$ cat src/rtl/stq_pkg.sv
// shared types and constants of the sorted timer queue
// no dependencies
package stq_pkg;

   localparam int TIMERS = 16;
   localparam int ID_W = $clog2(TIMERS);
   localparam int LEN_W = $clog2(TIMERS + 1);
   localparam int SEC_W = 32;
   localparam int NSEC_W = 30;
   localparam int ENTRY_W = 2 * SEC_W + 2 * NSEC_W;

   localparam logic [NSEC_W:0] NS_PER_SEC = 31'd1000000000;

   localparam logic [1:0] CMD_START = 2'd0;
   localparam logic [1:0] CMD_STOP = 2'd1;
   localparam logic [1:0] CMD_TICK = 2'd2;

   // operation on the expiry order list
   typedef struct packed {
      logic wr_en;
      logic [ID_W-1:0] wr_idx;
      logic [ID_W-1:0] wr_data;
      logic del_en;
      logic [ID_W-1:0] del_idx;
   } order_cmd_type;

endpackage

$ cat src/rtl/stq_ram.sv
// generic single write, single read ram with registered read data
// no dependencies
module stq_ram #(
   parameter int WIDTH = 8,
   parameter int DEPTH = 16
) (
   input  logic                     clock,
   input  logic                     wr_en,
   input  logic [$clog2(DEPTH)-1:0] wr_addr,
   input  logic [WIDTH-1:0]         wr_data,
   input  logic [$clog2(DEPTH)-1:0] rd_addr,
   output logic [WIDTH-1:0]         rd_data
);

   logic [WIDTH-1:0] mem [DEPTH];
   logic [WIDTH-1:0] rd_data_ff;

   always_ff @(posedge clock) begin
      if (wr_en) begin
         mem[wr_addr] <= wr_data;
      end
      rd_data_ff <= mem[rd_addr];
   end

   assign rd_data = rd_data_ff;

endmodule

$ cat src/rtl/stq_order.sv
// expiry order list: timer ids from earliest to latest expiry
// depends on stq_pkg
module stq_order (
   input  logic                            clock,
   input  stq_pkg::order_cmd_type          cmd,
   input  logic [stq_pkg::ID_W-1:0]        rd_idx,
   output logic [stq_pkg::ID_W-1:0]        rd_data
);

   localparam int ID_W = stq_pkg::ID_W;

   logic [stq_pkg::ID_W-1:0] q_ff [stq_pkg::TIMERS];
   logic [stq_pkg::ID_W-1:0] q_in [stq_pkg::TIMERS];

   always_comb begin
      for (int k = 0; k < stq_pkg::TIMERS; k++) begin
         q_in[k] = q_ff[k];
         // delete closes the gap by pulling the upper neighbor down
         if (cmd.del_en && (k < stq_pkg::TIMERS - 1) &&
             (ID_W'(k) >= cmd.del_idx)) begin
            q_in[k] = q_ff[(k + 1) % stq_pkg::TIMERS];
         end
         if (cmd.wr_en && (cmd.wr_idx == ID_W'(k))) begin
            q_in[k] = cmd.wr_data;
         end
      end
   end

   always_ff @(posedge clock) begin
      for (int k = 0; k < stq_pkg::TIMERS; k++) begin
         q_ff[k] <= q_in[k];
      end
   end

   assign rd_data = q_ff[rd_idx];

endmodule

$ cat src/rtl/sorted_timer_queue.sv
// sorted timer queue top level: command sequencer, timer ram and order list
// depends on stq_pkg, stq_ram, stq_order
//
// the req channel takes one command word: start arms a timer with an expiry
// time and reload period, stop disarms it, tick gives the current time.
// the rsp channel returns one word per expired timer of a tick, in expiry
// order, with last set on the final one. start, stop and an empty tick
// return nothing.
// timer expiry and period live in a ram with registered read data.
// a start or stop scans the order list once to remove the timer, and a
// start then inserts it, moving each entry that expires later up one
// place. a tick scans the list, checks each timer not yet fired, and
// re-inserts a due periodic timer after adding its period to its expiry.
// req_stall is high while a command is in progress.
// results pass through an output register and one held word, so a stall
// on rsp only holds the sequencer when both are full.
// reset disarms all timers and empties the list; the ram is not cleared.
module sorted_timer_queue (
   input  logic                          clock,
   input  logic                          reset,
   input  logic                          req_valid,
   output logic                          req_stall,
   input  logic [1:0]                    req_cmd,
   input  logic [stq_pkg::ID_W-1:0]      req_timer_id,
   input  logic [stq_pkg::SEC_W-1:0]     req_time_sec,
   input  logic [stq_pkg::NSEC_W-1:0]    req_time_nsec,
   input  logic [stq_pkg::SEC_W-1:0]     req_period_sec_in,
   input  logic [stq_pkg::NSEC_W-1:0]    req_period_nsec_in,
   output logic                          rsp_valid,
   input  logic                          rsp_stall,
   output logic [stq_pkg::ID_W-1:0]      rsp_expired_id,
   output logic                          rsp_last
);

   localparam int ID_W = stq_pkg::ID_W;
   localparam int LEN_W = stq_pkg::LEN_W;
   localparam int SEC_W = stq_pkg::SEC_W;
   localparam int NSEC_W = stq_pkg::NSEC_W;
   localparam int N = stq_pkg::TIMERS;

   localparam logic [3:0] S_IDLE = 4'd0;
   localparam logic [3:0] S_REM = 4'd1;
   localparam logic [3:0] S_INS_RD = 4'd2;
   localparam logic [3:0] S_INS_CMP = 4'd3;
   localparam logic [3:0] S_SCAN = 4'd4;
   localparam logic [3:0] S_CHK = 4'd5;
   localparam logic [3:0] S_DUE = 4'd6;
   localparam logic [3:0] S_RSUM = 4'd7;
   localparam logic [3:0] S_RNORM = 4'd8;
   localparam logic [3:0] S_END = 4'd9;

   logic [3:0] state_ff, state_in;
   logic [1:0] cmd_ff, cmd_in;
   logic [ID_W-1:0] cand_ff, cand_in;
   logic [SEC_W-1:0] tsec_ff, tsec_in;
   logic [NSEC_W-1:0] tnsec_ff, tnsec_in;
   logic [SEC_W-1:0] psec_ff, psec_in;
   logic [NSEC_W-1:0] pnsec_ff, pnsec_in;
   logic [SEC_W-1:0] esec_ff, esec_in;
   logic [NSEC_W-1:0] ensec_ff, ensec_in;
   logic [SEC_W-1:0] new_sec_ff, new_sec_in;
   logic [NSEC_W-1:0] new_nsec_ff, new_nsec_in;
   logic [NSEC_W:0] sum_ns_ff, sum_ns_in;
   logic [LEN_W-1:0] len_ff, len_in;
   logic [LEN_W-1:0] idx_ff, idx_in;
   logic [ID_W-1:0] pos_ff, pos_in;
   logic found_ff, found_in;
   logic ret_tick_ff, ret_tick_in;
   logic [N-1:0] fired_ff, fired_in;
   logic held_valid_ff, held_valid_in;
   logic [ID_W-1:0] held_id_ff, held_id_in;
   logic rsp_valid_ff, rsp_valid_in;
   logic [ID_W-1:0] rsp_id_ff, rsp_id_in;
   logic rsp_last_ff, rsp_last_in;

   stq_pkg::order_cmd_type ord_cmd;
   logic [ID_W-1:0] ord_rd_idx;
   logic [ID_W-1:0] ord_rd_data;

   logic ram_wr_en;
   logic [ID_W-1:0] ram_wr_addr;
   logic [stq_pkg::ENTRY_W-1:0] ram_wr_data;
   logic [ID_W-1:0] ram_rd_addr;
   logic [stq_pkg::ENTRY_W-1:0] ram_rd_data;

   logic [SEC_W-1:0] rd_esec;
   logic [NSEC_W-1:0] rd_ensec;
   logic [SEC_W-1:0] rd_psec;
   logic [NSEC_W-1:0] rd_pnsec;
   logic out_free;
   logic due;
   logic ins_later;

   // ram word: expiry sec, expiry nsec, period sec, period nsec
   assign rd_esec = ram_rd_data[2*NSEC_W+2*SEC_W-1 -: SEC_W];
   assign rd_ensec = ram_rd_data[2*NSEC_W+SEC_W-1 -: NSEC_W];
   assign rd_psec = ram_rd_data[NSEC_W+SEC_W-1 -: SEC_W];
   assign rd_pnsec = ram_rd_data[NSEC_W-1:0];

   assign out_free = !rsp_valid_ff || !rsp_stall;
   assign due = !((esec_ff > tsec_ff) || ((esec_ff == tsec_ff) && (ensec_ff > tnsec_ff)));
   assign ins_later = (rd_esec > new_sec_ff) ||
                      ((rd_esec == new_sec_ff) && (rd_ensec > new_nsec_ff));

   stq_ram #(
      .WIDTH(stq_pkg::ENTRY_W),
      .DEPTH(N)
   ) u_ram (
      .clock(clock),
      .wr_en(ram_wr_en),
      .wr_addr(ram_wr_addr),
      .wr_data(ram_wr_data),
      .rd_addr(ram_rd_addr),
      .rd_data(ram_rd_data)
   );

   stq_order u_order (
      .clock(clock),
      .cmd(ord_cmd),
      .rd_idx(ord_rd_idx),
      .rd_data(ord_rd_data)
   );

   always_comb begin
      state_in = state_ff;
      cmd_in = cmd_ff;
      cand_in = cand_ff;
      tsec_in = tsec_ff;
      tnsec_in = tnsec_ff;
      psec_in = psec_ff;
      pnsec_in = pnsec_ff;
      esec_in = esec_ff;
      ensec_in = ensec_ff;
      new_sec_in = new_sec_ff;
      new_nsec_in = new_nsec_ff;
      sum_ns_in = sum_ns_ff;
      len_in = len_ff;
      idx_in = idx_ff;
      pos_in = pos_ff;
      found_in = found_ff;
      ret_tick_in = ret_tick_ff;
      fired_in = fired_ff;
      held_valid_in = held_valid_ff;
      held_id_in = held_id_ff;
      rsp_valid_in = rsp_valid_ff && rsp_stall;
      rsp_id_in = rsp_id_ff;
      rsp_last_in = rsp_last_ff;

      ord_cmd = '0;
      ord_rd_idx = idx_ff[ID_W-1:0];
      ram_wr_en = 1'b0;
      ram_wr_addr = cand_ff;
      ram_wr_data = {new_sec_ff, new_nsec_ff, psec_ff, pnsec_ff};
      ram_rd_addr = ord_rd_data;

      case (state_ff)
         S_IDLE: begin
            if (req_valid) begin
               cmd_in = req_cmd;
               cand_in = req_timer_id;
               new_sec_in = req_time_sec;
               new_nsec_in = req_time_nsec;
               tsec_in = req_time_sec;
               tnsec_in = req_time_nsec;
               psec_in = req_period_sec_in;
               pnsec_in = req_period_nsec_in;
               idx_in = '0;
               found_in = 1'b0;
               if (req_cmd == stq_pkg::CMD_START || req_cmd == stq_pkg::CMD_STOP) begin
                  state_in = S_REM;
               end else if (req_cmd == stq_pkg::CMD_TICK) begin
                  fired_in = '0;
                  held_valid_in = 1'b0;
                  state_in = S_SCAN;
               end
            end
         end
         S_REM: begin
            if (idx_ff == len_ff) begin
               len_in = len_ff - LEN_W'(found_ff);
               if (cmd_ff == stq_pkg::CMD_START) begin
                  ram_wr_en = 1'b1;
                  pos_in = ID_W'(len_ff - LEN_W'(found_ff));
                  ret_tick_in = 1'b0;
                  state_in = S_INS_RD;
               end else begin
                  state_in = S_IDLE;
               end
            end else begin
               if (!found_ff && ord_rd_data == cand_ff) begin
                  found_in = 1'b1;
               end else if (found_ff) begin
                  ord_cmd.wr_en = 1'b1;
                  ord_cmd.wr_idx = idx_ff[ID_W-1:0] - ID_W'(1);
                  ord_cmd.wr_data = ord_rd_data;
               end
               idx_in = idx_ff + LEN_W'(1);
            end
         end
         S_INS_RD: begin
            ord_rd_idx = pos_ff - ID_W'(1);
            if (pos_ff == '0) begin
               ord_cmd.wr_en = 1'b1;
               ord_cmd.wr_idx = '0;
               ord_cmd.wr_data = cand_ff;
               len_in = len_ff + LEN_W'(1);
               state_in = ret_tick_ff ? S_SCAN : S_IDLE;
            end else begin
               state_in = S_INS_CMP;
            end
         end
         S_INS_CMP: begin
            ord_rd_idx = pos_ff - ID_W'(1);
            ord_cmd.wr_en = 1'b1;
            ord_cmd.wr_idx = pos_ff;
            if (ins_later) begin
               // entry below expires later, move it up one place
               ord_cmd.wr_data = ord_rd_data;
               pos_in = pos_ff - ID_W'(1);
               state_in = S_INS_RD;
            end else begin
               ord_cmd.wr_data = cand_ff;
               len_in = len_ff + LEN_W'(1);
               state_in = ret_tick_ff ? S_SCAN : S_IDLE;
            end
         end
         S_SCAN: begin
            if (idx_ff == len_ff) begin
               state_in = S_END;
            end else if (fired_ff[ord_rd_data]) begin
               idx_in = idx_ff + LEN_W'(1);
            end else begin
               cand_in = ord_rd_data;
               state_in = S_CHK;
            end
         end
         S_CHK: begin
            esec_in = rd_esec;
            ensec_in = rd_ensec;
            psec_in = rd_psec;
            pnsec_in = rd_pnsec;
            state_in = S_DUE;
         end
         S_DUE: begin
            if (!due) begin
               state_in = S_END;
            end else if (!held_valid_ff || out_free) begin
               if (held_valid_ff) begin
                  rsp_valid_in = 1'b1;
                  rsp_id_in = held_id_ff;
                  rsp_last_in = 1'b0;
               end
               held_valid_in = 1'b1;
               held_id_in = cand_ff;
               fired_in[cand_ff] = 1'b1;
               ord_cmd.del_en = 1'b1;
               ord_cmd.del_idx = idx_ff[ID_W-1:0];
               len_in = len_ff - LEN_W'(1);
               // entries below idx are all fired, the scan resumes there
               if (psec_ff != '0 || pnsec_ff != '0) begin
                  state_in = S_RSUM;
               end else begin
                  state_in = S_SCAN;
               end
            end
         end
         S_RSUM: begin
            sum_ns_in = {1'b0, ensec_ff} + {1'b0, pnsec_ff};
            new_sec_in = esec_ff + psec_ff;
            state_in = S_RNORM;
         end
         S_RNORM: begin
            if (sum_ns_ff >= stq_pkg::NS_PER_SEC) begin
               sum_ns_in = sum_ns_ff - stq_pkg::NS_PER_SEC;
               new_sec_in = new_sec_ff + SEC_W'(1);
            end else begin
               new_nsec_in = sum_ns_ff[NSEC_W-1:0];
               ram_wr_en = 1'b1;
               ram_wr_data = {new_sec_ff, sum_ns_ff[NSEC_W-1:0], psec_ff, pnsec_ff};
               pos_in = len_ff[ID_W-1:0];
               ret_tick_in = 1'b1;
               state_in = S_INS_RD;
            end
         end
         S_END: begin
            if (!held_valid_ff) begin
               state_in = S_IDLE;
            end else if (out_free) begin
               rsp_valid_in = 1'b1;
               rsp_id_in = held_id_ff;
               rsp_last_in = 1'b1;
               held_valid_in = 1'b0;
               state_in = S_IDLE;
            end
         end
         default: begin
            state_in = S_IDLE;
         end
      endcase
   end

   always_ff @(posedge clock) begin
      if (reset) begin
         state_ff <= S_IDLE;
         len_ff <= '0;
         fired_ff <= '0;
         held_valid_ff <= 1'b0;
         rsp_valid_ff <= 1'b0;
      end else begin
         state_ff <= state_in;
         len_ff <= len_in;
         fired_ff <= fired_in;
         held_valid_ff <= held_valid_in;
         rsp_valid_ff <= rsp_valid_in;
      end
      cmd_ff <= cmd_in;
      cand_ff <= cand_in;
      tsec_ff <= tsec_in;
      tnsec_ff <= tnsec_in;
      psec_ff <= psec_in;
      pnsec_ff <= pnsec_in;
      esec_ff <= esec_in;
      ensec_ff <= ensec_in;
      new_sec_ff <= new_sec_in;
      new_nsec_ff <= new_nsec_in;
      sum_ns_ff <= sum_ns_in;
      idx_ff <= idx_in;
      pos_ff <= pos_in;
      found_ff <= found_in;
      ret_tick_ff <= ret_tick_in;
      held_id_ff <= held_id_in;
      rsp_id_ff <= rsp_id_in;
      rsp_last_ff <= rsp_last_in;
   end

   assign req_stall = (state_ff != S_IDLE);
   assign rsp_valid = rsp_valid_ff;
   assign rsp_expired_id = rsp_id_ff;
   assign rsp_last = rsp_last_ff;

endmodule
$ cat config.mk
export PLATFORM = sky130hd
export DESIGN_NAME = sorted_timer_queue
export DESIGN_NICKNAME = d
export VERILOG_FILES = /design/src/rtl/stq_pkg.sv /design/src/rtl/stq_ram.sv /design/src/rtl/stq_order.sv /design/src/rtl/sorted_timer_queue.sv
export SDC_FILE = /design/constraint.sdc
export NUM_CORES = 2
export LEC_CHECK = 0
export BUFFER_PORTS_ARGS = -buffer_cell sky130_fd_sc_hd__buf_2
export CORE_MARGIN = 4
export CORE_UTILIZATION = 55
export DETAILED_ROUTE_END_ITERATION = 10
export PLACE_DENSITY = 0.71
export SLEW_MARGIN = 20
export SYNTH_ARGS = -nofsm -noshare
export SYNTH_HDL_FRONTEND = slang
export SYNTH_SLANG_ARGS = --single-unit
$ cat constraint.sdc
create_clock -name clock -period 12.61 [get_ports clock]
set_clock_uncertainty 0.1 [all_clocks]
set_input_delay 0.6305 -clock clock [delete_from_list [all_inputs] [get_ports clock]]
set_output_delay 0.6305 -clock clock [all_outputs]
set_load 0.05 [all_outputs]
==> flow_summary.ini <==
[synthesis]
async_flop_share_pct = 0
synth_ff_type = edfxtp_1
syn_nets = 5857
synth.largest_area_cell = edfxtp_1
synth-edff-count = 2353
synth_area_leaders = edfxtp_1, mux4_2, dfxtp_1, ha_1, mux2_2
synth_cell_types = 79
netlist_area_mm2 = 0.1022
synth.top_cell.area_share_pct = 69.12
ys.warnings.count = 0
avgSynthCellArea_um2 = 18.50
synth_seq_cells = 2504
synth_cells = 5525
seq_area_frac_synth_pct = 72.08

[floorplanning]
initial_core_util_pct = 55.60
die_w_um = 439.1
die_area_mm2 = 0.1928
rows = 157
placeableCoreArea_mm2 = 0.1839
fp.dieH_um = 439.1
pin_count = 141

[critical_path]
r2r_cells = 14
r2r_end = u_ram.rd_data[26]
crit_path_start = pos_ff[0]
worst_ep_arrival_time_ns = 7.46
rr_startpoint = pos_ff[0]
critPathCaptureType = flop
critPathMaxFanout = 48
start_kind = flop
critPathKind = reg2reg
r2r_slack_ns = 5.76
crit_required_ns = 13.22

[sta]
rsz0062_at_grt = no
timing.fmax_mhz = 146.0
setup_slack_ns = 5.759
setup_viol = 0
slew_headroom_pct = 17.78
hold_viol = 0
slew_viol_final = 0
final.period_utilization_pct = 54.33
worstMarginPinSlew_ns = 1.225
fin_tns_setup_ns = 0
period_needed_ns = 6.851

[cts]
clockBufferDepth = 3
clkSlewWorstSetupHoldPaths_ns = 0.06
clock_latency_ns = 0.89
cts_tree = yes
cts_sinks = 2504
cts_resized = 0
htree_levels = 4
numCtsBuffers = 237
cts_setup_buffers = 0
postCtsHoldBufs = 121
root_buffer = clkbuf_16

[min_path]
min_from = req_period_sec_in[27]
hp-class = in2reg
min_to = psec_ff[27]
whs_path_depth = 2

[routing]
drc = 0
vias_per_cell = 6.352
wirelength_mm = 249.2
first_pass_iters = 6
ant_nets = 0
drt_iter0_markers = 6225
wl_per_cell_um = 29.09
vias = 54400

[finish]
drive_above_1_share_pct = 21.76
syn_to_final_growth_pct = 12.95
layout.nets = 6219
final_cell_area_mm2 = 0.1155
nFillCells = 12680

[placement]
io_buffers = 140
pre_cts_slack_ns = 5.669
place_area_mm2 = 0.1061
dp_hpwl_mm = 136.0
gp_congestion = 0.8661

[outcome]
status = finished, final reports clean

[power]
power_switching_share_pct = 31.74
power_density_mw_per_mm2 = 237.8
p_sw_w = 0.008715
power_leakage_nw = 38.84
vdd_drop_max_uv = 372.7
p_comb_share_pct = 35.3
clkPwrFrac_pct = 26.6
power_frac_seq_pct = 38.1
intPower_w = 0.01874

[global_route]
grt_overflow_total = 0
grt_pass1_vias = 55490
track_usage_pct = 25.96
grt_pass1_wl_mm = 367.6
antenna_found_initial = 11
grt_max_degree = 147

[flow_run]
drv_cap = 0
sequential cells by signal, indices dropped and copies added, names as in the netlist, 31 cells and up:
register       cells
psec_ff           32
esec_ff           32
sum_ns_ff         31
u_ram.mem       1984
u_order.q_ff      64
tsec_ff           32
u_ram.rd_data    124
new_sec_ff        32
worst max-delay path by stage:
stage                        endpoint  cells past startpoint
finish              u_ram.rd_data[26]                     14
global route        u_ram.rd_data[20]                     14
CTS                 u_ram.rd_data[26]                     14
detailed placement  u_ram.rd_data[26]                     14
global placement    u_ram.rd_data[21]                     14
floorplan             u_ram.mem[6][0]                     13
layer usage:
layer | track usage, % | up-vias | part of all wire, %
met5 | 0 | - | 0
met4 | 8.663 | 0 | 3.3
met3 | 3.358 | 401 | 8.1
met2 | 41.45 | 2570 | 48
met1 | 37.62 | 28410 | 41
li1 | - | 23020 | -
cells in the final DEF, fill, tap and decap left out, types with 63 or more instances in the layout:
master	instances
and2_1	133
a211oi_1	144
clkbuf_1	63
mux2_2	153
a21o_1	79
inv_1	171
o21ai_0	107
clkbuf_16	240
edfxtp_1	2353
a21oi_1	230
nor2_1	123
ha_1	195
mux4_2	510
xnor2_1	77
nand2_1	210
buf_2	140
dlygate4sd3_1	121
dfxtp_1	151
mux2i_1	145
buf_4	93
Yosys cell counts, types with 30 or more instances:
master	count
xor2_1	32
nor4_1	30
nand2_1	211
and2_1	133
edfxtp_1	2353
a21oi_1	231
o21ai_0	108
nand4_1	43
buf_2	63
dfxtp_1	151
mux2i_1	148
nor2_1	137
a211oi_1	144
clkbuf_1	136
ha_1	195
inv_1	173
buf_4	41
nor3_1	34
xnor2_1	77
nand3_1	43
mux2_2	154
mux4_2	510
a21o_1	79
power groups by stage:
stage          sequential, W  clock, W  combinational (W)
2_1_floorplan         0.0103         0            0.00763
3_3_place_gp          0.0106         0            0.00960
3_5_place_dp          0.0106         0            0.00970
4_1_cts               0.0104   0.00741            0.00979
5_1_grt               0.0105   0.00780             0.0105
6_report              0.0105   0.00732            0.00969
kinds of logic after synthesis:
family	count (synthesis)	share of synthesized area [%]
flip-flops	2504	72.08
XOR/XNOR	109	0.9339
AO/OA/AOI/OAI	738	4.687
AND/OR/NAND/NOR	739	3.653
multiplexers	815	14.43
adder cells (fa/ha/maj)	198	2.445
buffers and inverters	422	1.777
metrics by stage:
stage	total power, W	instances	utilization (%)	hold WS, ns
floorplan	0.01797	5525	-	0.3003
global placement	0.02019	7989	57.69	0.3309
detailed placement	0.02031	7991	57.71	0.3378
CTS	0.02764	8562	62.79	0.0001894
global route	0.02879	8563	62.80	0.02189
finish	0.02746	8564	62.80	0.05891
area by class of cell:
| class | instances | area (um^2) | share of cell area (%) |
|---|---|---|---|
| Clock buffer | 335 | 6683 | 5.788 |
| Clock inverter | 115 | 1450 | 1.256 |
| Inverter | 174 | 655.6 | 0.5678 |
| Antenna cell | 2 | 5.005 | 0.004335 |
| Multi-Input combinational cell | 2599 | 26950 | 23.34 |
| Tap cell | 2464 | 3083 | 2.670 |
| Timing Repair Buffer | 371 | 2958 | 2.562 |
| Sequential cell | 2504 | 73680 | 63.81 |
worst max-delay path, stage by stage, from the launching register on:
cell and delay (ns):
edfxtp_1 0.51, inv_1 0.11, ha_1 0.45, nor4b_2 0.40
a21o_1 0.59, mux2_1 0.39, a211o_1 0.33, a311oi_4 0.29
buf_4 0.60, buf_4 0.81, buf_4 0.87, mux4_2 0.60
and2_1 0.17, a211oi_1 0.24, a21oi_1 0.08
(Power assumes the default switching activity.)
